--- src/rtl/core/assert_macros.svh ---
// ----------------------------------------------------------------------------
// Assertion macros
// Shared concurrent assertion wrappers for the lookahead unit.
// ----------------------------------------------------------------------------
`ifndef ASSERT_MACROS_SVH
`define ASSERT_MACROS_SVH

`ifndef SYNTHESIS
// Property that must hold at every sampled clock edge outside reset.
`define NWL_ASSERT(name, clk, rstn, prop, msg) \
  name: assert property (@(posedge clk) disable iff (!rstn) (prop)) else $error(msg);
// Condition in one cycle implies a consequence in the next cycle.
`define NWL_ASSERT_NEXT(name, clk, rstn, pre, post, msg) \
  name: assert property (@(posedge clk) disable iff (!rstn) (pre) |=> (post)) else $error(msg);
`else
`define NWL_ASSERT(name, clk, rstn, prop, msg)
`define NWL_ASSERT_NEXT(name, clk, rstn, pre, post, msg)
`endif

`endif

--- src/rtl/core/nwl_pkg.sv ---
`timescale 1ns / 1ps
// ----------------------------------------------------------------------------
// nwl_pkg
// Shared types and constants of the nearest waypoint lookahead unit.
// ----------------------------------------------------------------------------
package nwl_pkg;

  // Fixed field widths of the external interface.
  localparam int LOAD_IDX_W = 10;
  localparam int COORD_IN_W = 32;
  localparam int OUT_IDX_W  = 10;
  localparam int LEN_W      = 32;
  localparam int CNT_REG_W  = 11;
  localparam int CFG_IDX_W  = 2;
  localparam int CFG_DATA_W = 32;

  // Default sizing.
  localparam int DEF_MAX_WAYPOINTS = 1024;
  localparam int DEF_COORD_BITS    = 32;

  localparam logic [LEN_W-1:0] LOOKAHEAD_RESET = 32'd51200;
  localparam logic [LEN_W-1:0] LEN_MAX         = 32'hFFFF_FFFF;

  // Configuration register indexes.
  localparam logic [CFG_IDX_W-1:0] CFG_WAYPOINT_COUNT = 2'd0;
  localparam logic [CFG_IDX_W-1:0] CFG_LOOKAHEAD_LEN  = 2'd1;

  // Input word command codes.
  localparam logic CMD_LOAD  = 1'b0;
  localparam logic CMD_QUERY = 1'b1;

  // Datapath operations issued by the controller, one per cycle.
  typedef enum logic [3:0] {
    OP_NONE,
    OP_LOAD,
    OP_SCAN_INIT,
    OP_READ_SCAN,
    OP_DIFF_SCAN,
    OP_SQ,
    OP_SCAN_CMP,
    OP_WALK_INIT,
    OP_WALK_LOAD,
    OP_WALK_READ,
    OP_WALK_DIFF,
    OP_SQRT_INIT,
    OP_SQRT_STEP,
    OP_WALK_ADD,
    OP_RESULT
  } dp_op_e;

  typedef struct packed {
    dp_op_e op;
  } dp_cmd_t;

  typedef struct packed {
    logic count_zero;
    logic sq_last;
    logic scan_last;
    logic walk_stop;
    logic sqrt_last;
  } dp_status_t;

endpackage

--- src/rtl/core/nwl_ctrl.sv ---
`timescale 1ns / 1ps
// ----------------------------------------------------------------------------
// nwl_ctrl
// Sequencer for load, nearest scan, lookahead walk and result hand-off.
// ----------------------------------------------------------------------------
module nwl_ctrl (
  input  logic                clk_i,
  input  logic                rst_ni,
  input  logic                in_valid_i,
  input  logic                in_command_i,
  output logic                in_ready_o,
  input  logic                out_ready_i,
  output logic                out_valid_o,
  input  nwl_pkg::dp_status_t status_i,
  output nwl_pkg::dp_cmd_t    cmd_o
);
  import nwl_pkg::*;

  typedef enum logic [3:0] {
    S_IDLE,
    S_SREAD,
    S_SDIFF,
    S_SSQ,
    S_SCMP,
    S_WINIT,
    S_WLOAD,
    S_WCHK,
    S_WDIFF,
    S_WSQ,
    S_SQI,
    S_SQRT,
    S_WADD,
    S_DONE
  } state_e;

  state_e state_q;
  logic   out_valid_q;
  logic   out_free;

  assign out_free    = !out_valid_q || out_ready_i;
  assign out_valid_o = out_valid_q;
  assign in_ready_o  = (state_q == S_IDLE);

  // Operation decode from the current state.
  always_comb begin
    cmd_o.op = OP_NONE;
    unique case (state_q)
      S_IDLE: begin
        if (in_valid_i) begin
          cmd_o.op = (in_command_i == CMD_LOAD) ? OP_LOAD : OP_SCAN_INIT;
        end
      end
      S_SREAD: cmd_o.op = OP_READ_SCAN;
      S_SDIFF: cmd_o.op = OP_DIFF_SCAN;
      S_SSQ:   cmd_o.op = OP_SQ;
      S_SCMP:  cmd_o.op = OP_SCAN_CMP;
      S_WINIT: cmd_o.op = OP_WALK_INIT;
      S_WLOAD: cmd_o.op = OP_WALK_LOAD;
      S_WCHK:  cmd_o.op = status_i.walk_stop ? OP_NONE : OP_WALK_READ;
      S_WDIFF: cmd_o.op = OP_WALK_DIFF;
      S_WSQ:   cmd_o.op = OP_SQ;
      S_SQI:   cmd_o.op = OP_SQRT_INIT;
      S_SQRT:  cmd_o.op = OP_SQRT_STEP;
      S_WADD:  cmd_o.op = OP_WALK_ADD;
      S_DONE:  cmd_o.op = out_free ? OP_RESULT : OP_NONE;
      default: cmd_o.op = OP_NONE;
    endcase
  end

  // State register and the output valid flag.
  always_ff @(posedge clk_i or negedge rst_ni) begin
    if (!rst_ni) begin
      state_q     <= S_IDLE;
      out_valid_q <= 1'b0;
    end else begin
      if (out_valid_q && out_ready_i) begin
        out_valid_q <= 1'b0;
      end
      unique case (state_q)
        S_IDLE: begin
          if (in_valid_i && in_command_i == CMD_QUERY) begin
            state_q <= status_i.count_zero ? S_DONE : S_SREAD;
          end
        end
        S_SREAD: state_q <= S_SDIFF;
        S_SDIFF: state_q <= S_SSQ;
        S_SSQ:   if (status_i.sq_last) state_q <= S_SCMP;
        S_SCMP:  state_q <= status_i.scan_last ? S_WINIT : S_SREAD;
        S_WINIT: state_q <= S_WLOAD;
        S_WLOAD: state_q <= S_WCHK;
        S_WCHK:  state_q <= status_i.walk_stop ? S_DONE : S_WDIFF;
        S_WDIFF: state_q <= S_WSQ;
        S_WSQ:   if (status_i.sq_last) state_q <= S_SQI;
        S_SQI:   state_q <= S_SQRT;
        S_SQRT:  if (status_i.sqrt_last) state_q <= S_WADD;
        S_WADD:  state_q <= S_WCHK;
        S_DONE: begin
          if (out_free) begin
            out_valid_q <= 1'b1;
            state_q     <= S_IDLE;
          end
        end
        default: state_q <= S_IDLE;
      endcase
    end
  end

endmodule

--- config.mk ---
export PLATFORM = sky130hd
export DESIGN_NAME = nwl_ctrl
export DESIGN_NICKNAME = d
export VERILOG_FILES = /design/src/rtl/core/assert_macros.svh /design/src/rtl/core/nwl_pkg.sv /design/src/rtl/core/nwl_ctrl.sv
export SDC_FILE = /design/constraint.sdc
export NUM_CORES = 1
export LEC_CHECK = 0
export BUFFER_PORTS_ARGS = -buffer_cell sky130_fd_sc_hd__buf_2
export CAP_MARGIN = 40
export CORE_MARGIN = 3
export CORE_UTILIZATION = 25
export CTS_CLUSTER_DIAMETER = 120
export DETAILED_ROUTE_END_ITERATION = 10
export GPL_ROUTABILITY_DRIVEN = 1
export PLACE_DENSITY_LB_ADDON = 0.25
export SETUP_SLACK_MARGIN = 0.02
export SLEW_MARGIN = 25
export SYNTH_ARGS = -nofsm -noshare
export SYNTH_HDL_FRONTEND = slang
export SYNTH_SLANG_ARGS = --single-unit
--- constraint.sdc ---
create_clock -name clk_i -period 1.3 [get_ports clk_i]
set_input_delay 0.13 -clock clk_i [delete_from_list [all_inputs] [get_ports clk_i]]
set_output_delay 0.13 -clock clk_i [all_outputs]
set_load 0.02 [all_outputs]
# [Yosys cells after proc, flatten, opt, wreduce, memory -nomap -nowiden]
# Index checks and enable logic that the tools add are counted.
[totals] output_inout_bits=6 ram_bits=0 latch_bits=0 memories=0 romBits=0 ff_bits=5 elab_cells=45 in_bits=10
[classes] div=0 addsub=0 mux=17 n_eq_ne=18 bitwise=0 shift=0 n_mul=0 n_reduce_logical=8 magnitude_cmp=0
[ops] cell="4-bit one-hot mux with 13 select lines" count=2
[ops] cell="4-bit two-way mux" count=8
[ops] cell="4-bit == test (second input constant)" count=6
[ops] cell="4-bit by 3-bit == test with 1-bit output (second input constant)" count=4
[ops] cell="4-bit by 2-bit == test with 1-bit output (second input constant)" count=2
[ops] cell="2-bit inequality test (second input constant)" count=4
[ops] cell="3-bit two-way mux" count=2
[ops] cell="5-bit AND reduction" count=1
[ops] cell="4-bit by 1-bit == test with 1-bit output (second input constant)" count=1
[ops] cell="4-bit zero test" count=1
[ops] cell="2-bit two-way mux" count=2
[ops] cell="2-bit OR reduction" count=2
[ops] cell="1-bit two-way mux" count=3
[ops] cell="1-bit logical AND" count=2
[ops] cell="2-bit by 1-bit inequality test with 1-bit output (second input constant)" count=1
[ops] cell="1-bit zero test" count=1
[ops] cell="1-bit logical OR" count=1

# [Longest topological paths before layout]
[logic_depth] depth_word=4 depth_mapped=6 ltp_nobuf=4

# [Worst setup path after synthesis]
# OpenSTA, ideal clock, no wires.
[synth_path] path_kind="register -> register" start="register state_q[0]" end="register state_q[0]" path_buffers=1 stages_incl_launch_ff=6 setup_time_ns=0.082 t_required_ns=1.218 setup_slack_ns=-0.336 period_less_slack_ns=1.636 arrival_ns=1.554 path_cell_list="dfrtp_1 buf_6 nor4_2 a2bb2oi_2 and2_4 a31oi_1"
[synth_between] elab_chain_len=3 word_cells_on_any_way=22 cone_classes="18 x eq/ne; 1 x mux; 3 x reduce/logical"
[synth_rtl] element="from (decl)" line="nwl_ctrl.sv:36" source="state_e state_q;"
[synth_rtl] element="from (signal assigned)" line="nwl_ctrl.sv:82" source="state_q <= status_i.count_zero ? S_DONE : S_SREAD;"
[synth_rtl] element="from (signal assigned)" line="nwl_ctrl.sv:88" source="S_SCMP: state_q <= status_i.scan_last ? S_WINIT : S_SREAD;"
[synth_rtl] element="from (signal assigned)" line="nwl_ctrl.sv:91" source="S_WCHK: state_q <= status_i.walk_stop ? S_DONE : S_WDIFF;"
[synth_rtl] element="4-bit zero test *"
[synth_rtl] element="net in_ready_o" line="nwl_ctrl.sv:11" source="output logic in_ready_o,"
[synth_rtl] element="2-bit by 1-bit inequality test with 1-bit output (no source line)"
[synth_rtl] element="5-bit AND reduction (no source line)"
# Mark *: on every way through the listed nets, which the timed path passes. The rest lies on a longest branch.
# A chain may end at the register's enable or synchronous reset.

==> summary.md <==
| Metric | Value |
|---|---|
| Std cell rows | `16` |
| Fmax | `around 640 MHz` |
| Type of origin of the critical path | `flip-flop` |
| Worst EP arrival | `1.44 ns` |
| Ys flop type | `dfrtp_1` |
| Htree depth | `1` |
| Syn Inst Count | `between 70 and 80` |
| CTS root buf | `clkbuf_4` |
| Drt first pass iters | `6` |
| Clk slew on worst S/H paths | `0.04 ns` |
| FFs w/ async S/R, synth | `100%` |
| Die X | `54.3 um` |
| Worst R2R Start | `state_q[3]$_DFFE_PN0P_` |
| CP Capture Type | `output pin` |
| CP delay by family, top | `flip-flops` |
| CP cell instances | `and2b_2 > a31oi_1 > o21a_1 > o22ai_4 > buf_6` |
| Die area | `0.00295 mm^2` |
| Crit path max-delay cell type | `dfrtp_2` |
| Outcome | `finished, violations left` |
| RSZ-0062 raised after global routing | `yes` |
| R2R Setup Slk | `-0.22 ns` |
| Clk pwr share | `5.7%` |
| Number of synthesized flops with an enable pin | `0` |
| Routed WL | `2040 um` |
| Final setup fails | `9` |
| Detailed Place HPWL | `1350 um` |
| Vias in the first global route | `roughly 720` |
| Core ar. | `0.00208 mm^2` |
| Final #Nets | `126` |
| YS warnings | `0` |
| Logic pwr share | `82.8%` |
| Fillcell total | `about 210` |
| Post-synthesis register bit count | `5` |
| I/O pin cnt | `16` |
| Internal Dissipation | `1730 uW` |
| Dominant cell type by area after synthesis | `dfrtp_1` |
| Slowest stage delay, CP | `around 0.41 ns` |
| Die Ht | `between 50 and 60 um` |
| Required time worst endpoint | `approximately 1.2 ns` |
| Worst Reg-to-Reg Cells | `7` |
| Post-synthesis sequential area ratio | `21.5%` |
| Critical path peak fanout | `4` |
| VDD IR-drop max | `0.00126 V` |
| Clock skew | `0.000575 ns` |
| Wirelength per Cell | `14.4 um` |
| GRT Total Usage | `15.2%` |
| Total grt overflow | `0` |
| Iter 0 DRT Violations | `18` |
| Initial Util | `28.0%` |
| Largest net degree at the start of global routing | `10` |
| Net Switching | `1370 uW` |
| Rel. slew slack | `83.2%` |
| Synthesized area | `about 600 um^2` |
| Port buffer count | `15` |
| CTS tree | `done` |
| Reg power frac | `11.5%` |
| Clock sink count | `5` |
| Total CTS buffers | `3` |
| CP bufs+invs | `1` |
| Initial antenna violation count | `0` |
| Area fraction of the dominant cell type after synthesis | `21.5%` |
| Placer Congestion | `0.774` |
| Final Hold Fails | `0` |
| Period minus WS final | `1.57 ns` |
| Via density | `5.07` |
| Max_cap viols | `0` |
| Area Growth Syn to Fin | `77.0%` |
| Total leakage power | `0.000429 uW` |
| Syn_nets | `84` |
| Final non-filler cell total | `142` |
| Slack of the critical path | `-0.273 ns` |
| CTS Buffer Depth | `2` |
| Final ANT Viol Nets | `0` |
| First-pass GRT wire length | `3270 um` |
| Hold Path Class | `in2async` |
| Reg-to-reg critical path endpoint | `state_q[0]$_DFFE_PN0P_` |
| Worst-Skew Late Latency | `0.24 ns` |
| Ant. Diodes | `0` |
| PD cells | `3010 mW/mm^2` |
| Vias | `720` |
| Dpl cells | `128` |
| DRC | `0` |
| Layout cell share with drive strength beyond 1 | `a little under three fifths` |
| Crit Path Class | `reg2out` |
| Slew Limit Fails | `0` |
| Tcrit/Tclk final | `121%` |
| Post-synth cell types | `33` |
| Synth top area cells | `dfrtp_1 (21%), a31oi_1 (5.4%), o211ai_1 (5.2%), nand4b_1 (4.5%), xnor2_1 (4.5%)` |
| Sw frac | `44.2%` |
| Syn Area/Cell | `7.88 um^2` |
| Post-route core utilization | `between 40 and 50%` |
| Worst slew pin tran | `0.250 ns` |
| Failing checks | `negative setup slack` |
==> worst max-delay path by stage <==
stage	startpoint	endpoint	slack (ns)	cells after the start
finish	state_q[3]$_DFFE_PN0P_	cmd_o[1]	-0.27	5
CTS	state_q[2]$_DFFE_PN0P_	cmd_o[0]	-0.24	6
detailed placement	state_q[0]$_DFFE_PN0P_	state_q[0]$_DFFE_PN0P_	-0.17	4
floorplan	state_q[3]$_DFFE_PN0P_	state_q[0]$_DFFE_PN0P_	-0.09	4
global route	state_q[3]$_DFFE_PN0P_	cmd_o[1]	-0.33	5
global placement	state_q[2]$_DFFE_PN0P_	state_q[2]$_DFFE_PN0P_	-0.16	6
==> cell usage in the layout (no fill, tap or decap), drive strengths merged, types with 3 or more instances in the layout <==
| cell type | instances |
|---|---|
| a21oi | 4 |
| a31oi | 5 |
| buf | 44 |
| clkbuf | 4 |
| dfrtp | 5 |
| nand2 | 6 |
| nand2b | 3 |
| nand3 | 3 |
| nand4b | 3 |
| nor2b | 3 |
| o211ai | 4 |
| o21ai | 6 |
| xnor2 | 3 |
==> power by group through the flow <==
stage          logic [uW]  registers [uW]  clock network [uW]
6_report             2570             356                 177
5_1_grt              2770             373                 200
4_1_cts              2510             345                 185
3_5_place_dp         1970             385                   0
3_3_place_gp         1960             378                   0
2_1_floorplan        1500             318                   0
==> synthesized netlist by cell type (all sizes together) (3+ instances only) <==
master	n
a21oi	4
a31oi	5
buf	5
clkbuf	3
dfrtp	5
nand2	6
nand2b	3
nand3	3
nand4b	3
nor2b	3
o211ai	4
o21ai	6
xnor2	3
==> per-stage QoR <==
step	total power, uW	setup slack [ns]	setup TNS, ns	cell area (um^2)	hold slack, ns
6_report	3100	-0.273	-1.97	1030	0.261
5_1_grt	3340	-0.328	-2.55	1030	0.256
4_1_cts	3040	-0.241	-1.80	1020	0.236
3_5_place_dp	2360	-0.170	-1.17	840	-0.0540
3_3_place_gp	2340	-0.165	-1.07	840	-0.0524
2_1_floorplan	1810	-0.0890	-0.364	666	-0.166
==> registers in the layout, summed over array words and instances, names as in the netlist <==
name         cells
out_valid_o      1
state_q          4
==> per-layer routing <==
metal  share of wire, %  track usage [%]  wire length, um  vias up
met5                  0                0                0        -
met4                  0             2.90                0        0
met3                1.6             2.45               32        0
met2                 55             27.1             1130        9
met1                 43             19.1              878      348
li1                   -                -                -      363
==> what timing repair did <==
item,in CTS,in global routing
endpoints found under the hold margin,5,0
hold buffers,1,0
cloned,0,0
resized for setup,24,3
pin swaps,10,2
buffers inserted,9,0
endpoints found under the setup margin,9,9
==> logic make-up (layout without fill, tap and decap cells) <==
group | Yosys count | after routing | synth area share [%]
XOR/XNOR | 3 | 3 | 4.51
flip-flops | 5 | 5 | 21.5
AND/OR/NAND/NOR | 28 | 28 | 29.2
buffers and inverters | 10 | 51 | 9.66
AO/OA/AOI/OAI | 28 | 28 | 35.2
==> layout make-up <==
class | instances | area (um^2) | area share, %
clock buffers | 4 | 26.3 | 2.55
inverters | 2 | 7.51 | 0.727
multi-input cells | 59 | 480 | 46.5
flip-flops and latches | 5 | 130 | 12.6
well taps | 27 | 33.8 | 3.27
repair buffers | 45 | 354 | 34.3
(Power assumes the default switching activity.)
